File: src/srf_pkg.sv
`default_nettype none
package srf_pkg;
  localparam int SampleDepth = 64;
  localparam int AddrW = $clog2(SampleDepth);
  localparam int LenW = 7;
  localparam int SumW = 32 + AddrW + 2;

  localparam logic [1:0] ModeLimit = 2'd0;
  localparam logic [1:0] ModeMedian = 2'd1;

  localparam logic [2:0] RegMode = 3'd0;
  localparam logic [2:0] RegStep = 3'd1;
  localparam logic [2:0] RegStale = 3'd2;
  localparam logic [2:0] RegMedLen = 3'd3;
  localparam logic [2:0] RegWinLen = 3'd4;
endpackage
`default_nettype wire

File: src/srf_divider.sv
`default_nettype none
// Restoring signed division, one quotient bit per cycle, truncating toward zero.
module srf_divider (
  input  wire logic                        clk,
  input  wire logic                        rst,
  input  wire logic                        start,
  input  wire logic signed [srf_pkg::SumW-1:0] dividend,
  input  wire logic [srf_pkg::LenW-1:0]    divisor,
  output logic                             done,
  output logic [31:0]                      quotient
);
  localparam int W = srf_pkg::SumW;
  logic [W-1:0] num;
  logic [W-1:0] quo;
  logic [W:0]   rem;
  logic [W:0]   trial;
  logic [srf_pkg::LenW-1:0] dv;
  logic         neg;
  logic         busy;
  logic [$clog2(W+1)-1:0] cnt;

  assign trial = {rem[W-1:0], num[W-1]} - (W+1)'(dv);

  always_ff @(posedge clk) begin
    if (rst) begin
      busy <= 1'b0;
      done <= 1'b0;
    end else begin
      done <= 1'b0;
      if (start) begin
        busy <= 1'b1;
        neg  <= dividend[W-1];
        num  <= dividend[W-1] ? -dividend : dividend;
        dv   <= divisor;
        rem  <= '0;
        quo  <= '0;
        cnt  <= ($clog2(W+1))'(W);
      end else if (busy) begin
        // shift one dividend bit in, subtract if it fits
        if (!trial[W]) begin
          rem <= trial;
          quo <= {quo[W-2:0], 1'b1};
        end else begin
          rem <= {rem[W-1:0], num[W-1]};
          quo <= {quo[W-2:0], 1'b0};
        end
        num <= {num[W-2:0], 1'b0};
        cnt <= cnt - 1'b1;
        if (cnt == 1) begin
          busy <= 1'b0;
          done <= 1'b1;
        end
      end
    end
  end

  assign quotient = neg ? 32'(-quo) : quo[31:0];
endmodule
`default_nettype wire

File: src/selectable_range_filter_unit.sv
`default_nettype none
// Result valid: in limit mode after a registered read of the held value; median
// on the sample that completes a group (insertion sort in the sample memory),
// no result otherwise; trimmed mean after the window sum, trim and divide, with a
// write position past the window first reduced modulo the window length.
// One transaction at a time; in_ready returns the cycle after out_ready takes the result.
// Reset: synchronous; a clearing pass zeroes all 64 sample memory entries, no input taken.
module selectable_range_filter_unit (
  input  wire logic               clk,
  input  wire logic               rst,
  input  wire logic               cfg_we,
  input  wire logic [2:0]         cfg_index,
  input  wire logic [30:0]        cfg_data,
  input  wire logic               in_valid,
  output logic                    in_ready,
  input  wire logic signed [31:0] sample,
  output logic                    out_valid,
  input  wire logic               out_ready,
  output logic signed [31:0]      filtered
);
  localparam int AW = srf_pkg::AddrW;
  localparam int D = srf_pkg::SampleDepth;
  localparam int LW = srf_pkg::LenW;

  typedef enum logic [3:0] {
    S_CLEAR, S_IDLE, S_LIM_RD, S_LIM_EV, S_MED_SORT_I, S_MED_RDJ,
    S_MED_CMP, S_MED_EMIT, S_MED_OUT, S_TM_MOD, S_TM_RD, S_TM_ACC, S_TM_DIV, S_OUT
  } state_t;

  logic [1:0]  mode;
  logic [30:0] limit_step;
  logic [15:0] stale_limit;
  logic [LW-1:0] median_len;
  logic [LW-1:0] window_len;

  logic signed [31:0] mem [D];
  logic signed [31:0] rd_data;
  logic [AW-1:0] rd_addr;
  logic          wr_en;
  logic [AW-1:0] wr_addr;
  logic signed [31:0] wr_data;

  state_t state;
  logic [AW:0]   clr_cnt;
  logic [AW-1:0] write_pos;
  logic          started;
  logic [15:0]   reject_count;
  logic signed [31:0] s;
  logic signed [31:0] key;
  logic [AW:0]   i, j, len;
  logic signed [srf_pkg::SumW-1:0] sum;
  logic signed [31:0] lo, hi;
  logic          div_start, div_done;
  logic [31:0]   quot;
  logic signed [32:0] diff;
  logic [32:0]   adiff;

  // clamped lengths
  logic [AW:0] mlen, wlen;
  always_comb begin
    if (median_len == 0) mlen = (AW+1)'(1);
    else if (median_len > LW'(D)) mlen = (AW+1)'(D);
    else mlen = median_len[AW:0];
    if (window_len < LW'(3)) wlen = (AW+1)'(3);
    else if (window_len > LW'(D)) wlen = (AW+1)'(D);
    else wlen = window_len[AW:0];
  end

  // configuration writes
  always_ff @(posedge clk) begin
    if (rst) begin
      mode <= 2'd2;
      limit_step <= 31'd5243;
      stale_limit <= 16'd100;
      median_len <= LW'(5);
      window_len <= LW'(50);
    end else if (cfg_we) begin
      case (cfg_index)
        srf_pkg::RegMode: mode <= cfg_data[1:0];
        srf_pkg::RegStep: limit_step <= cfg_data;
        srf_pkg::RegStale: stale_limit <= cfg_data[15:0];
        srf_pkg::RegMedLen: median_len <= cfg_data[LW-1:0];
        srf_pkg::RegWinLen: window_len <= cfg_data[LW-1:0];
        default: ;
      endcase
    end
  end

  // sample memory, one write and one registered read port
  always_ff @(posedge clk) begin
    if (wr_en) mem[wr_addr] <= wr_data;
    rd_data <= mem[rd_addr];
  end

  assign in_ready = (state == S_IDLE);
  assign diff = 33'(s) - 33'(rd_data);
  assign adiff = diff[32] ? 33'(-diff) : 33'(diff);

  srf_divider u_div (
    .clk(clk), .rst(rst), .start(div_start),
    .dividend(sum), .divisor(LW'(wlen) - LW'(2)),
    .done(div_done), .quotient(quot)
  );

  always_comb begin
    wr_en = 1'b0;
    wr_addr = '0;
    wr_data = s;
    rd_addr = '0;
    div_start = 1'b0;
    case (state)
      S_CLEAR: begin
        wr_en = 1'b1;
        wr_addr = clr_cnt[AW-1:0];
        wr_data = '0;
      end
      S_IDLE: begin
        if (in_valid) begin
          if (mode == srf_pkg::ModeLimit) begin
            rd_addr = '0;
            if (!started || reject_count > stale_limit) begin
              wr_en = 1'b1;
              wr_addr = '0;
              wr_data = sample;
            end
          end else if (mode == srf_pkg::ModeMedian) begin
            wr_en = 1'b1;
            wr_addr = write_pos;
            wr_data = sample;
          end
        end
      end
      S_LIM_EV: begin
        if (!(adiff > 33'(limit_step))) begin
          wr_en = 1'b1;
          wr_addr = '0;
          wr_data = s;
        end
      end
      S_MED_SORT_I: rd_addr = i[AW-1:0];
      S_MED_RDJ: rd_addr = AW'(j - 1'b1);
      S_MED_CMP: begin
        // shift larger entry up, or drop key into place
        wr_en = 1'b1;
        if (j != 0 && rd_data > key) begin
          wr_addr = j[AW-1:0];
          wr_data = rd_data;
          rd_addr = AW'(j - 2'd2);
        end else begin
          wr_addr = j[AW-1:0];
          wr_data = key;
        end
      end
      S_MED_EMIT: rd_addr = AW'((len - 1'b1) >> 1);
      S_TM_MOD: begin
        // store once the position lies inside the window
        if (!((AW+1)'(write_pos) >= len)) begin
          wr_en = 1'b1;
          wr_addr = write_pos;
          wr_data = s;
        end
      end
      S_TM_RD: rd_addr = '0;
      S_TM_ACC: rd_addr = AW'(i + 1'b1);
      S_TM_DIV: div_start = (i == (AW+1)'(1));
      default: ;
    endcase
  end

  always_ff @(posedge clk) begin
    if (rst) begin
      state <= S_CLEAR;
      clr_cnt <= '0;
      write_pos <= '0;
      started <= 1'b0;
      reject_count <= '0;
      out_valid <= 1'b0;
    end else begin
      case (state)
        S_CLEAR: begin
          clr_cnt <= clr_cnt + 1'b1;
          if (clr_cnt == (AW+1)'(D-1)) state <= S_IDLE;
        end
        S_IDLE: begin
          if (in_valid) begin
            s <= sample;
            if (mode == srf_pkg::ModeLimit) begin
              started <= 1'b1;
              state <= S_LIM_RD;
            end else if (mode == srf_pkg::ModeMedian) begin
              len <= mlen;
              if ((AW+1)'(write_pos) + 1'b1 >= mlen) begin
                write_pos <= '0;
                i <= (AW+1)'(1);
                state <= S_MED_SORT_I;
              end else begin
                write_pos <= write_pos + 1'b1;
              end
            end else begin
              len <= wlen;
              i <= '0;
              sum <= '0;
              state <= S_TM_MOD;
            end
          end
        end
        S_LIM_RD: state <= S_LIM_EV;
        S_LIM_EV: begin
          if (adiff > 33'(limit_step)) begin
            if (reject_count != 16'hFFFF) reject_count <= reject_count + 1'b1;
            filtered <= rd_data;
          end else begin
            reject_count <= '0;
            filtered <= s;
          end
          out_valid <= 1'b1;
          state <= S_OUT;
        end
        S_MED_SORT_I: begin
          if (i >= len) state <= S_MED_EMIT;
          else begin
            j <= i;
            state <= S_MED_RDJ;
          end
        end
        S_MED_RDJ: begin
          key <= rd_data;
          state <= S_MED_CMP;
        end
        S_MED_CMP: begin
          if (j != 0 && rd_data > key) begin
            j <= j - 1'b1;
            // read of j-2 already issued; if j-1 is 0 the compare stops anyway
          end else begin
            i <= i + 1'b1;
            state <= S_MED_SORT_I;
          end
        end
        S_MED_EMIT: state <= S_MED_OUT;
        S_MED_OUT: begin
          filtered <= rd_data;
          out_valid <= 1'b1;
          state <= S_OUT;
        end
        S_TM_MOD: begin
          // reduce the write position modulo the window length
          if ((AW+1)'(write_pos) >= len) begin
            write_pos <= AW'((AW+1)'(write_pos) - len);
          end else begin
            if ((AW+1)'(write_pos) + 1'b1 == len) write_pos <= '0;
            else write_pos <= write_pos + 1'b1;
            state <= S_TM_RD;
          end
        end
        S_TM_RD: state <= S_TM_ACC;
        S_TM_ACC: begin
          sum <= sum + srf_pkg::SumW'(rd_data);
          if (i == 0 || rd_data < lo) lo <= rd_data;
          if (i == 0 || rd_data > hi) hi <= rd_data;
          if (i + 1'b1 == len) begin
            i <= '0;
            state <= S_TM_DIV;
          end else i <= i + 1'b1;
        end
        S_TM_DIV: begin
          // trim the extremes, then start the divide on the trimmed sum
          if (i == 0) begin
            i <= (AW+1)'(1);
            sum <= sum - srf_pkg::SumW'(lo) - srf_pkg::SumW'(hi);
          end else if (i == (AW+1)'(1)) begin
            i <= (AW+1)'(2);
          end else if (div_done) begin
            filtered <= quot;
            out_valid <= 1'b1;
            state <= S_OUT;
          end
        end
        S_OUT: begin
          if (out_ready) begin
            out_valid <= 1'b0;
            state <= S_IDLE;
          end
        end
        default: state <= S_IDLE;
      endcase
    end
  end
endmodule
`default_nettype wire
File: config.mk
export PLATFORM = sky130hd
export DESIGN_NAME = selectable_range_filter_unit
export DESIGN_NICKNAME = d
export VERILOG_FILES = /design/src/srf_pkg.sv /design/src/srf_divider.sv /design/src/selectable_range_filter_unit.sv
export SDC_FILE = /design/constraint.sdc
export NUM_CORES = 2
export LEC_CHECK = 0
export ABC_AREA = 1
export BUFFER_PORTS_ARGS = -buffer_cell sky130_fd_sc_hd__buf_2
export CAP_MARGIN = 20
export CELL_PAD_IN_SITES_DETAIL_PLACEMENT = 0
export CELL_PAD_IN_SITES_GLOBAL_PLACEMENT = 2
export CORE_AREA = 2 2 545 547
export CTS_CLUSTER_SIZE = 25
export DETAILED_ROUTE_END_ITERATION = 10
export DIE_AREA = 0 0 547 549
export GPL_TIMING_DRIVEN = 1
export MAX_ROUTING_LAYER = met4
export PLACE_DENSITY = 0.87
export SLEW_MARGIN = 25
export SYNTH_ARGS = -nofsm -noshare
export SYNTH_HDL_FRONTEND = slang
export SYNTH_SLANG_ARGS = --single-unit
File: constraint.sdc
create_clock -name clk -period 17.2 [get_ports clk]
set_clock_uncertainty 0.2 [all_clocks]
set_input_delay 3.44 -clock clk [delete_from_list [all_inputs] [get_ports clk]]
set_output_delay 3.44 -clock clk [all_outputs]
set_load 0.05 [all_outputs]
==> results.md <==
* Outcome: completed
* Iter 0 DRT Violations at 10,339
* PortBufs at roughly 100
* Clk buf depth at 4
* Cell Area, Placed at ~130,000 sq um
* Final Non-Filler Cells at roughly 17,000
* Remaining Overflow, GRT at 0
* Startpoint types: register
* CTS resizes at 0
* Syn_nets at approximately 13,000
* Fillers at around 27,000
* GR met2 Demand/Resource at between 40 and 50%
* Register area share after synthesis at between 60% and 70%
* Worst reg2reg setup slack at 9.17 ns
* Routed WL per cell at approximately 24 um
* Final instance area at approximately 140,000 sq um
* Vias at 92,036
* GRT busiest layer: met2
* Io pins at approximately 110
* CTS Buf Count at 290
* Netlist cell types at 76
* Nets at roughly 13,000
* Layout Utilization at 46.8%
* Postcts setup bufs at 0
* Area growth, synth to finish at 12.1%
* Max-slew headroom at a little under a quarter
* Avg Inst Size Synth at approximately 10 sq um
* Rows at 200
* RD Place Congestion at roughly 0.94
* #FFs+latches synth at around 2,500
* Peak supply drop at approximately 0.00020 V
* Hold_buf cts at 0
* Starting Density at between 40% and 50%
* Critical path capture point type: register
* YS warnings at 0
* Pre-CTS WS at 9.55 ns
* # H-tree levels at 5
* Initial DRT Pass Iterations at 6
* Worst Hold Depth at 2
* Crit path time final at 8.03 ns
* RR Endpoint: rd_data[4]
* Worst R2R Path Depth at 21
* Max Freq at roughly 120 MHz
* Hpwl dp at 236,000 um
* Max Cap Viol at 0
* DIE WIDTH at ~550 um
* CTS tree: yes
* Top delay family on crit path: simple AND/OR/NAND/NOR gates
* Initial antenna violation count at 25
* Launch point of the worst reg-to-reg path: rd_data[6]
* Sequence of cells on the critical path: buf_4 -> ha_1 -> nand2_1 -> nor2_1 -> nand4_1 -> nor3_1 -> a21oi_1 -> nand4_1 -> buf_4 -> nand2_8 -> inv_8 -> buf_4 -> buf_4 -> nand2_1 -> nand2_1 -> nand2_1 -> nand3_1 -> nand3_1 -> nand3_1 -> nand3_1 -> nand2_1
* Setup_tns at 0 ns
* CORE AREA at 295,000 sq um
* Arrival time at the worst endpoint at approximately 8.6 ns
* Crit-path max cell delay at approximately 0.74 ns
* Crit-path slowest cell: buf_4
* Setup ws final at between 9 and 10 ns
* Final Hold Fails at 0
* Max Slew Vio Count at 0
* Die height at around 550 um
* Power, Total at approximately 23 mW
* CP required at 17.73 ns
* Largest net degree at the start of global routing at about 180
* RSZ-0062 raised after global routing: false
* Period utilization at between 40% and 50%
* Most frequent cells in the layout: nand2_1, edfxtp_1, nand3_1
* Worst skew pair latency at 0.93 ns
* All-Layer GR Usage at 27.0%
* Cell taking the most area after synthesis: edfxtp_1
* Post-synthesis cell count at between 10,000 and 15,000
* Clock transition at the registers of the reported paths at 0.06 ns
* Post-synth ARST share at 0%
* Share of the synthesized area in the top cell type at 58.4%
* Antenna Nets Post-Route at 0
* Routed wire length at a little over 400,000 um
* Vias per inst at 5.53
* Worst hold slack at approximately 0.26 ns
* Vias in the first global route at a little under 90,000
* Met1 Usage GRT at between 30% and 40%
* Most used cell, CP: nand2_1
* First-pass GRT wire length at ~590,000 um
* Fraction of layout cells with a size suffix above 1 at between 7 and 8%
* Area contributors post-synth: edfxtp_1, nand2_1, nand3_1
* PwrDens at approximately 160 nW/um^2
* Worst-Margin Slew at roughly 1.1 ns
* Number of flops mapped to enable cells by yosys at ~2,400
* Lkg Pwr at ~55 nW
* Residual DRC count at 0
* WS Path Type: register to register
* CTS root buf: clkbuf_16
* Syn Std Cell Area at approximately 120,000 sq um
* Critical-path maximum fanout at roughly 130
* Hold_sp: limit_step[20]
* Placed cells at 16,106
* Clock sink total at roughly 2,500
* Hold crit path type: register to register
* Die area at approximately 300,000 sq um
* Worst path bufs/invs at 5
* Worst Hold End: limit_step[20]
* GRT met3 Usage at under 10%
* Commonest non-fill, non-tap cell in the layout: nand2_1
* Setup Viol. Count Final at 0
* Most used DFF post-synth: edfxtp_1
==> state kept, by name, indices dropped and copies added, names as in the netlist, 16 cells and up <==
signal / flops
mem: 2048
sum: 40
u_div.num: 40
u_div.rem: 40
filtered: 32
hi: 32
key: 32
lo: 32
rd_data: 32
s: 32
u_div.quo: 32
limit_step: 31
reject_count: 16
stale_limit: 16
==> area by class of cell <==
type / count / area (sq um) / area share [%]
Multi-Input combinational cell: 7953 / 41500 / 30.1
Timing Repair Buffer: 340 / 2620 / 1.90
Inverter: 1354 / 5110 / 3.70
Clock inverter: 159 / 1570 / 1.14
Sequential cell: 2527 / 74600 / 54.0
Clock buffer: 360 / 7720 / 5.59
Antenna cell: 2 / 5.00 / 0.00363
Tap cell: 3939 / 4930 / 3.57
==> synth_stat cells (all sizes together), types with 8 or more instances <==
cell,instances
o21a,24
nor3,72
buf,347
xnor2,40
nor2,599
a211oi,16
o211ai,76
o221ai,24
inv,1347
o21ai,415
a221oi,8
o21bai,15
nand4,54
ha,298
edfxtp,2395
dfxtp,132
xor2,105
fa,43
nand3b,426
o22ai,26
o31ai,8
a31oi,17
o2111ai,26
clkbuf,286
nor4,22
nand3,1924
or2,14
a22oi,8
a21o,12
nand2,3221
a21oi,406
==> worst max path at each step <==
| stage | startpoint | cells after the start | endpoint |
|---|---|---|---|
| floorplan | rst | 3 | u_div.cnt[0] |
| global placement | in_valid | 12 | mem[7][25] |
| detailed placement | rd_data[6] | 21 | rd_data[3] |
| CTS | rd_data[6] | 21 | rd_data[3] |
| global route | rd_data[6] | 21 | rd_data[3] |
| finish | rd_data[6] | 21 | rd_data[4] |
==> kinds of logic (layout without fill, tap and decap cells) <==
group                    count (synthesis)  after routing  synth area share, %
AO/OA/AOI/OAI                         1112           1112                 5.19
XOR/XNOR                               145            145                 1.04
adder cells (fa/ha/maj)                341            341                 3.73
buffers and inverters                 1987           2213                 6.37
flip-flops                            2527           2527                 60.6
other                                    1              3              0.00305
AND/OR/NAND/NOR                       6354           6354                 23.1
==> metal layers <==
| metal | vias to the layer above | part of all wire (%) | routed length, um |
|---|---|---|---|
| li1 | 42610 | - | - |
| met1 | 45190 | 43 | 175000 |
| met2 | 3651 | 45 | 182000 |
| met3 | 585 | 8.1 | 32700 |
| met4 | 0 | 3.1 | 12600 |
| met5 | - | 0 | 0 |
==> tightest hold or removal path: stages (launching register included) <==
cell,delay [ns]
dfxtp_1,0.29
inv_1,0.06
a21oi_1,0.06
==> where the power goes <==
group / total (mW) / leakage (nW) / switching [mW] / internal [mW]
Combinational: 8.40 / 27.2 / 6.43 / 1.97
Sequential: 8.04 / 22.9 / 0.115 / 7.93
Clock: 6.14 / 4.54 / 2.58 / 3.56
Total: 22.6 / 54.6 / 9.13 / 13.5
Power figures use the tool's default switching activity.
